--- src/design/debounced_inputs_with_pulse_timers_top_macros.svh ---
// Assertion macros shared by the debounced inputs with pulse timers design.
`ifndef DEBOUNCED_INPUTS_WITH_PULSE_TIMERS_TOP_MACROS_SVH
`define DEBOUNCED_INPUTS_WITH_PULSE_TIMERS_TOP_MACROS_SVH

// Same-cycle implication, sampled on clk, off while in reset.
`define DIPT_ASSERT_NOW(label, ante, cons, msg) \
	label: assert property (@(posedge clk) disable iff (!arst_n) (ante) |-> (cons)) \
		else $error(msg);

// Next-cycle implication, sampled on clk, off while in reset.
`define DIPT_ASSERT_NEXT(label, ante, cons, msg) \
	label: assert property (@(posedge clk) disable iff (!arst_n) (ante) |=> (cons)) \
		else $error(msg);

`endif

--- src/design/dipt_pkg.sv ---
// Types and constants for the debounced inputs with pulse timers block.
package dipt_pkg;

	localparam int CMD_W      = 3;
	localparam int RAW_W      = 2;
	localparam int CHAN_W     = 2;
	localparam int TICKS_W    = 24;
	localparam int DEB_W      = 16;
	localparam int CNT_W      = 16;
	localparam int PLS_W      = 4;
	localparam int CFG_IDX_W  = 1;
	localparam int CFG_DATA_W = 16;
	localparam int S_DATA_W   = 32;
	localparam int M_DATA_W   = 32;

	localparam logic [CFG_IDX_W-1:0] REG_DEBOUNCE_TICKS = 1'b0;
	localparam logic [CFG_IDX_W-1:0] REG_ACTIVE_LOW     = 1'b1;

	typedef enum logic [CMD_W-1:0] {
		CMD_TICK    = 3'd0,
		CMD_PULSE   = 3'd1,
		CMD_CLEAR   = 3'd2,
		CMD_ALL_OFF = 3'd3,
		CMD_INIT    = 3'd4
	} cmd_t;

	typedef struct packed {
		logic [S_DATA_W-TICKS_W-CHAN_W-RAW_W-1:0] pad;
		logic [TICKS_W-1:0]                        pulse_ticks;
		logic [CHAN_W-1:0]                         pulse_channel;
		logic [RAW_W-1:0]                          raw_levels;
	} in_t;

	typedef struct packed {
		logic [M_DATA_W-PLS_W-CNT_W-2-2*RAW_W-1:0] pad;
		logic [PLS_W-1:0]                          pulse_levels;
		logic [CNT_W-1:0]                          response_count;
		logic                                      response_latch;
		logic                                      response_event;
		logic [RAW_W-1:0]                          edge_flags;
		logic [RAW_W-1:0]                          stable_levels;
	} res_t;

endpackage

--- src/design/debounced_inputs_with_pulse_timers_top.sv ---
// Debounced inputs with pulse timers: command stream in, status stream out.
//
// Channels: s_* carries commands (kind in s_tuser, operands in s_tdata),
// m_* carries one status word per command. cfg_* writes debounce_ticks
// (index 0) and active_low (index 1); write only while the block is idle.
// A command taken from s_* goes into the input stage; when it advances, the
// state and the result register update together and m_tvalid rises.
// The block takes one command per cycle while the receiver takes results;
// the debounce compare and count per input and the countdown per output all
// fit in one pass between the input stage and the result register.
// When the receiver stalls the result holds in the result register and one
// more command waits in the input stage; s_tready then drops until the
// result is taken.
// Reset clears all levels, counts, pulses and the latch, sets debounce_ticks
// to 1 and active_low to 0, and empties both stages.
`include "debounced_inputs_with_pulse_timers_top_macros.svh"

module debounced_inputs_with_pulse_timers_top
	import dipt_pkg::*;
#(
	parameter int NUM_INPUTS  = 2,
	parameter int NUM_OUTPUTS = 4
) (
	input  logic                  clk,
	input  logic                  arst_n,
	input  logic                  s_tvalid,
	output logic                  s_tready,
	input  logic [S_DATA_W-1:0]   s_tdata,  // raw_levels, pulse_channel, pulse_ticks, zero pad
	input  logic [CMD_W-1:0]      s_tuser,  // command
	output logic                  m_tvalid,
	input  logic                  m_tready,
	output logic [M_DATA_W-1:0]   m_tdata,  // stable_levels, edge_flags, response_event,
	                                        // response_latch, response_count, pulse_levels, pad
	input  logic                  cfg_we,
	input  logic [CFG_IDX_W-1:0]  cfg_addr,
	input  logic [CFG_DATA_W-1:0] cfg_wdata
);

	logic                  valid_s1;
	cmd_t                  cmd_s1;
	in_t                   in_s1;
	logic                  adv;

	logic                  out_valid_q;
	res_t                  res_q;
	res_t                  res_d;

	logic [DEB_W-1:0]      deb_q;
	logic                  act_low_q;

	logic [NUM_INPUTS-1:0] cand_q, cand_d;
	logic [NUM_INPUTS-1:0] stable_q, stable_d;
	logic [DEB_W-1:0]      held_q [NUM_INPUTS];
	logic [DEB_W-1:0]      held_d [NUM_INPUTS];
	logic [TICKS_W-1:0]    pulse_q [NUM_OUTPUTS];
	logic [TICKS_W-1:0]    pulse_d [NUM_OUTPUTS];
	logic                  latch_q, latch_d;
	logic [CNT_W-1:0]      count_q, count_d;

	logic [NUM_INPUTS-1:0] raw_ext;
	logic [NUM_INPUTS-1:0] samp;
	logic [NUM_INPUTS-1:0] edge_d;
	logic                  event_d;
	logic [DEB_W-1:0]      limit;
	logic [NUM_OUTPUTS-1:0] pulse_on;
	logic [RAW_W-1:0]      stable_lo;
	logic [RAW_W-1:0]      edge_lo;
	logic [PLS_W-1:0]      pulse_lo;

	// handshake
	assign adv      = valid_s1 & (~out_valid_q | m_tready);
	assign s_tready = ~valid_s1 | adv;
	assign m_tvalid = out_valid_q;
	assign m_tdata  = res_q;

	always_ff @(posedge clk or negedge arst_n) begin
		if (!arst_n) begin
			valid_s1 <= 1'b0;
		end else if (s_tready) begin
			valid_s1 <= s_tvalid;
		end
	end

	always_ff @(posedge clk) begin
		if (s_tvalid && s_tready) begin
			cmd_s1 <= cmd_t'(s_tuser);
			in_s1  <= in_t'(s_tdata);
		end
	end

	always_ff @(posedge clk or negedge arst_n) begin
		if (!arst_n) begin
			out_valid_q <= 1'b0;
		end else begin
			out_valid_q <= adv | (out_valid_q & ~m_tready);
		end
	end

	always_ff @(posedge clk) begin
		if (adv) begin
			res_q <= res_d;
		end
	end

	// configuration
	always_ff @(posedge clk or negedge arst_n) begin
		if (!arst_n) begin
			deb_q     <= DEB_W'(1);
			act_low_q <= 1'b0;
		end else if (cfg_we) begin
			unique case (cfg_addr)
				REG_DEBOUNCE_TICKS: deb_q     <= cfg_wdata[DEB_W-1:0];
				REG_ACTIVE_LOW:     act_low_q <= cfg_wdata[0];
			endcase
		end
	end

	// width adaption between channel counts and fixed field widths
	generate
		if (NUM_INPUTS <= RAW_W) begin : g_raw_narrow
			assign raw_ext = in_s1.raw_levels[NUM_INPUTS-1:0];
		end else begin : g_raw_wide
			assign raw_ext = {{(NUM_INPUTS-RAW_W){1'b0}}, in_s1.raw_levels};
		end
		if (NUM_INPUTS >= RAW_W) begin : g_lvl_wide
			assign stable_lo = stable_d[RAW_W-1:0];
			assign edge_lo   = edge_d[RAW_W-1:0];
		end else begin : g_lvl_narrow
			assign stable_lo = {{(RAW_W-NUM_INPUTS){1'b0}}, stable_d};
			assign edge_lo   = {{(RAW_W-NUM_INPUTS){1'b0}}, edge_d};
		end
		if (NUM_OUTPUTS >= PLS_W) begin : g_pls_wide
			assign pulse_lo = pulse_on[PLS_W-1:0];
		end else begin : g_pls_narrow
			assign pulse_lo = {{(PLS_W-NUM_OUTPUTS){1'b0}}, pulse_on};
		end
	endgenerate

	assign samp  = raw_ext ^ {NUM_INPUTS{act_low_q}};
	assign limit = (deb_q == '0) ? DEB_W'(1) : deb_q;

	// next state for one command
	always_comb begin
		logic [DEB_W-1:0] h1;
		h1       = '0;
		cand_d   = cand_q;
		stable_d = stable_q;
		held_d   = held_q;
		pulse_d  = pulse_q;
		latch_d  = latch_q;
		count_d  = count_q;
		edge_d   = '0;
		event_d  = 1'b0;
		unique case (cmd_s1)
			CMD_TICK: begin
				for (int i = 0; i < NUM_INPUTS; i++) begin
					if (samp[i] != cand_q[i]) begin
						cand_d[i] = samp[i];
						held_d[i] = '0;
					end else if (samp[i] == stable_q[i]) begin
						held_d[i] = '0;
					end else begin
						h1 = held_q[i] + DEB_W'(1);
						if (h1 < limit) begin
							held_d[i] = h1;
						end else begin
							stable_d[i] = samp[i];
							held_d[i]   = '0;
							edge_d[i]   = 1'b1;
						end
					end
				end
				if (edge_d[0] && samp[0]) begin
					latch_d = 1'b1;
					event_d = 1'b1;
					if (count_q != '1) begin
						count_d = count_q + CNT_W'(1);
					end
				end
				for (int j = 0; j < NUM_OUTPUTS; j++) begin
					if (pulse_q[j] != '0) begin
						pulse_d[j] = pulse_q[j] - TICKS_W'(1);
					end
				end
			end
			CMD_PULSE: begin
				for (int j = 0; j < NUM_OUTPUTS; j++) begin
					if (32'(in_s1.pulse_channel) == j && in_s1.pulse_ticks != '0) begin
						pulse_d[j] = in_s1.pulse_ticks;
					end
				end
			end
			CMD_CLEAR: begin
				latch_d = 1'b0;
				count_d = '0;
			end
			CMD_ALL_OFF: begin
				for (int j = 0; j < NUM_OUTPUTS; j++) begin
					pulse_d[j] = '0;
				end
			end
			CMD_INIT: begin
				stable_d = samp;
				cand_d   = samp;
				for (int i = 0; i < NUM_INPUTS; i++) begin
					held_d[i] = '0;
				end
			end
			default: ;
		endcase
	end

	always_comb begin
		for (int j = 0; j < NUM_OUTPUTS; j++) begin
			pulse_on[j] = (pulse_d[j] != '0);
		end
	end

	always_comb begin
		res_d                = '0;
		res_d.stable_levels  = stable_lo;
		res_d.edge_flags     = edge_lo;
		res_d.response_event = event_d;
		res_d.response_latch = latch_d;
		res_d.response_count = count_d;
		res_d.pulse_levels   = pulse_lo;
	end

	// state registers
	always_ff @(posedge clk or negedge arst_n) begin
		if (!arst_n) begin
			cand_q   <= '0;
			stable_q <= '0;
			latch_q  <= 1'b0;
			count_q  <= '0;
			for (int i = 0; i < NUM_INPUTS; i++) begin
				held_q[i] <= '0;
			end
			for (int j = 0; j < NUM_OUTPUTS; j++) begin
				pulse_q[j] <= '0;
			end
		end else if (adv) begin
			cand_q   <= cand_d;
			stable_q <= stable_d;
			latch_q  <= latch_d;
			count_q  <= count_d;
			held_q   <= held_d;
			pulse_q  <= pulse_d;
		end
	end

	// checks
	`DIPT_ASSERT_NOW(a_count_needs_latch, count_q != '0, latch_q,
		"response count set without latch")
	`DIPT_ASSERT_NOW(a_event_is_rise, out_valid_q && res_q.response_event,
		res_q.edge_flags[0] && res_q.stable_levels[0], "response event without rising edge")
	`DIPT_ASSERT_NEXT(a_adv_loads_out, adv, out_valid_q, "advanced item lost")
	`DIPT_ASSERT_NEXT(a_all_off, adv && cmd_s1 == CMD_ALL_OFF,
		res_q.pulse_levels == '0, "pulses still running after all off")

endmodule
--- config.mk ---
export PLATFORM = sky130hd
export DESIGN_NAME = debounced_inputs_with_pulse_timers_top
export DESIGN_NICKNAME = d
export VERILOG_FILES = /design/src/design/dipt_pkg.sv /design/src/design/debounced_inputs_with_pulse_timers_top.sv
export VERILOG_INCLUDE_DIRS = /design/src /design/src/design
export SDC_FILE = /design/constraint.sdc
export NUM_CORES = 1
export LEC_CHECK = 0
export ABC_AREA = 1
export CAP_MARGIN = 20
export CORE_MARGIN = 2
export CORE_UTILIZATION = 40
export DETAILED_ROUTE_END_ITERATION = 8
export DONT_BUFFER_PORTS = 1
export PLACE_DENSITY = 0.54
export SKIP_LAST_GASP = 1
export SLEW_MARGIN = 20
export SYNTH_ARGS = -nofsm -noshare
export SYNTH_HDL_FRONTEND = slang
export SYNTH_SLANG_ARGS = --single-unit
export TNS_END_PERCENT = 20
--- constraint.sdc ---
create_clock -name clk -period 7.3 [get_ports clk]
set_clock_uncertainty 0.1 [all_clocks]
set_input_delay 1.46 -clock clk [delete_from_list [all_inputs] [get_ports clk]]
set_output_delay 1.46 -clock clk [all_outputs]
set_load 0.03 [all_outputs]
==> impl_metrics.csv <==
group,metric,value,unit
cells_and_area,fin_nets,2255,
synth,yosysSeqAreaShare,37.89,%
critical_path,critical_path_buf_inv_count,3,
clocking,postCtsSetupBuffers,0,
cells_and_area,layout.cell_area.non_filler,16960,um^2
route,viasPerCell,5.609,
synth,ys_types,59,
grt,antenna_violations_before_repair,0,
power_and_ir_drop,leakagePower,7.840,nW
clocking,clock_latency,0.57,ns
placement,detailedPlacementHpwl,34110,um
synth,ys_ff_latch,225,
cells_and_area,fillerInstances,4014,
synth,yosysMostFrequentCell,"nand2_1",
floorplan,fp.dieH,201.6,um
clocking,clock-sinks,225,
synth,synth.cell_area,15620,um^2
timing,actual_transition_at_the_worst_max_transition_pin,1.059,ns
cells_and_area,area_growth,8.605,%
critical_path,critPathCaptureType,"flip-flop",
synth,synth_area_leaders,"dfrtp_1, nand2_1, edfxtp_1",
critical_path,critPathMostFrequentCell,"nand2_1",
synth,async_s_r_ff_share_synth,74.67,%
clocking,tritoncts,"yes",
clocking,hold_buffer_count_at_cts,0,
critical_path,crit_arrival,4.17,ns
timing,setup_viol_count_final,0,
timing,setup_tns,0,ns
critical_path,critPathRequiredTime,7.71,ns
grt,grt_first_pass_wirelength,80390,um
critical_path,critical_path.max_fanout,22,
placement,gp_routability_congestion,0.9059,
floorplan,io_pins,91,
synth,mean_instance_size_in_the_synthesized_netlist,7.109,um^2
cells_and_area,instances_no_fill,2701,
clocking,ctsRootBufferMaster,"clkbuf_16",
synth,dominant_register_cell_in_the_synthesized_netlist,"dfrtp_1",
critical_path,critPathSlowestCell,"dfrtp_1",
floorplan,core_area,38560,um^2
synth,synth_top_cells_by_count,"nand2_1, nor2_1, inv_1, nand3_1, dfrtp_1",
worst_hold_path,hold_class,"reg2reg",
floorplan,fp.dieArea,40640,um^2
timing,max-slew-margin-rel,29.19,%
synth,synth.largest_area_cell,"dfrtp_1",
clocking,cts.path.max_buffers,3,
critical_path,timing.critical_path.from_type,"flip-flop",
outcome,status,"complete, no violations",
route,ant_nets,0,
cells_and_area,layout.core_utilization,43.99,%
synth,post_synthesis_instance_total,2197,
flow_run,cap_violations,0,
critical_path,path_cells,"inv_1, nor4_1, nand2_1, inv_1, nand4_1, nor3_1, xor2_1, inv_1, ha_1, nand4_1, nor3_1, nand2_2, nand2_4, nand3_4, nand2_1, nand3_1, nand2_1, nand2_1, nand2_1",
timing,final_period_minus_worst_setup_slack,3.758,ns
critical_path,worst_path_largest_cell_delay,0.41,ns
grt,global_router_s_overall_resource_usage,24.73,%
floorplan,fp-row-count,72,
route,wl,50360,um
power_and_ir_drop,power.ir.vdd_worst,0.1926,mV
placement,dpl.cell_count,2646,
floorplan,start_util,40.50,%
clocking,path_clk_slew,0.06,ns
route,drt-wirelength-per-cell,18.64,um
timing,finalHoldViolations,0,
timing,report.final.slew_viol_count,0,
synth,synth_edf_count,57,
floorplan,fp.dieW,201.6,um
clocking,post_cts_resize_count,0,
grt,grt-ovfl-total,0,
grt,grt_start_max_net_pins,169,
placement,placement.cell_area,15930,um^2
timing,hold-worst-slack,0.3927,ns
clocking,cts_htree_levels,1,
power_and_ir_drop,power_density,403.5,nW/um^2
timing,post-route-period-util,51.48,%
critical_path,path_class,"reg2reg",
route,dr.first_iter.drc_count,1231,
route,via_total_after_detailed_routing,15150,
synth,synth-warning-count,0,
placement,numPortBuffers,0,
critical_path,path_delay_family,"simple AND/OR/NAND/NOR gates",
cells_and_area,proportion_of_layout_cells_with_a_drive_suffix_above_1,4.812,%
timing,rsz_0062_raised_after_global_routing,"false",
clocking,number_of_clock_buffers_inserted_by_tritoncts,29,
timing,f_max,266.1,MHz
route,post-route-drc-count,0,
route,firstDrtPassIters,6,
synth,synth_top_cell_area_share,26.76,%
grt,number_of_global_route_vias_before_repair,14339,
[final cells by class]
cell class              instances  area [um^2]  share of cell area [%]
inverters                     246        930.9                   5.488
flip-flops and latches        225         5917                   34.88
diodes                          1        2.502                 0.01475
multi-input cells            1649         8376                   49.38
repair buffers                  8        60.06                  0.3541
clock inverters                10        205.2                   1.210
clock buffers                  44        822.0                   4.847
well taps                     518        648.1                   3.821
[through the flow]
step | worst slack, ns | total power, mW
floorplan | 3.958 | 4.360
global placement | 3.316 | 5.183
detailed placement | 3.299 | 5.220
CTS | 3.496 | 6.817
global route | 3.175 | 7.431
finish | 3.542 | 6.844
[worst register-to-register path, cell delays in order, from the launching register on]
cell and delay, ns:
dfrtp_1 0.41, inv_1 0.09, nor4_1 0.36, nand2_1 0.17
inv_1 0.11, nand4_1 0.19, nor3_1 0.24, xor2_1 0.23
inv_1 0.09, ha_1 0.30, nand4_1 0.12, nor3_1 0.20
nand2_2 0.13, nand2_4 0.25, nand3_4 0.26, nand2_1 0.13
nand3_1 0.07, nand2_1 0.13, nand2_1 0.06, nand2_1 0.08
[placed cells by master (no fill, tap or decap), types with 21 or more instances in the layout]
cell,Yosys,routed
nand2_1,584,584
nor2_1,279,279
inv_1,235,234
nand3_1,184,184
dfrtp_1,167,167
o21ai_0,136,136
nand4_1,86,86
a21oi_1,57,57
edfxtp_1,57,57
xor2_1,43,43
ha_1,39,39
o211ai_1,32,32
clkbuf_16,0,29
nor3_1,26,26
o221ai_1,21,21
[registers in the layout (all words and copies together), names as in the netlist]
signal and cells:
act_low_q 1, cand_q 2, cmd_s1 3, count_q 16, deb_q 16, held_q 32, in_s1 26, latch_q 1
m_tdata 26, m_tvalid 1, pulse_q 96, raw_ext 2, stable_q 2, valid_s1 1
[logic make-up after synthesis]
family                     Yosys count  synth area share, %
DFF                                225                37.89
buffers and inverters              328                8.604
adders and majority gates           39                3.125
muxes                                2               0.1282
xor gates and xnor gates            44                2.516
and+or+nand+nor                   1217                34.14
AOI/OAI and AO/OA                  341                13.57
other                                1              0.02401
[final timing paths]
kind | start | to | cells after the start | slack, ns
setup / recovery | held_q[18] | count_q[15] | 19 | 3.54
hold / removal | valid_s1 | m_tvalid | 2 | 0.39
setup reg to reg | held_q[18] | count_q[15] | 19 | 3.54
hold reg to reg | valid_s1 | m_tvalid | 2 | 0.39
max in group asynchronous | arst_n | pulse_q[56] | 0 | 6.08
min in group asynchronous | arst_n | count_q[8] | 0 | 0.48
[power breakdown]
| part | switching (mW) | total, mW | internal [mW] |
|---|---|---|---|
| combinational | 2.27 | 3.25 | 0.982 |
| sequential | 0.424 | 2.03 | 1.60 |
| clock | 0.580 | 1.56 | 0.983 |
[routing by layer]
metal | track usage, % | vias to the layer above | share of wire [%]
met5 | 0 | - | 0
met4 | 6.408 | 0 | 2.2
met3 | 2.996 | 64 | 7.3
met2 | 38.81 | 501 | 44
met1 | 36.09 | 7239 | 46
li1 | - | 7346 | -
No activity file was read; power rests on OpenSTA's default activity.
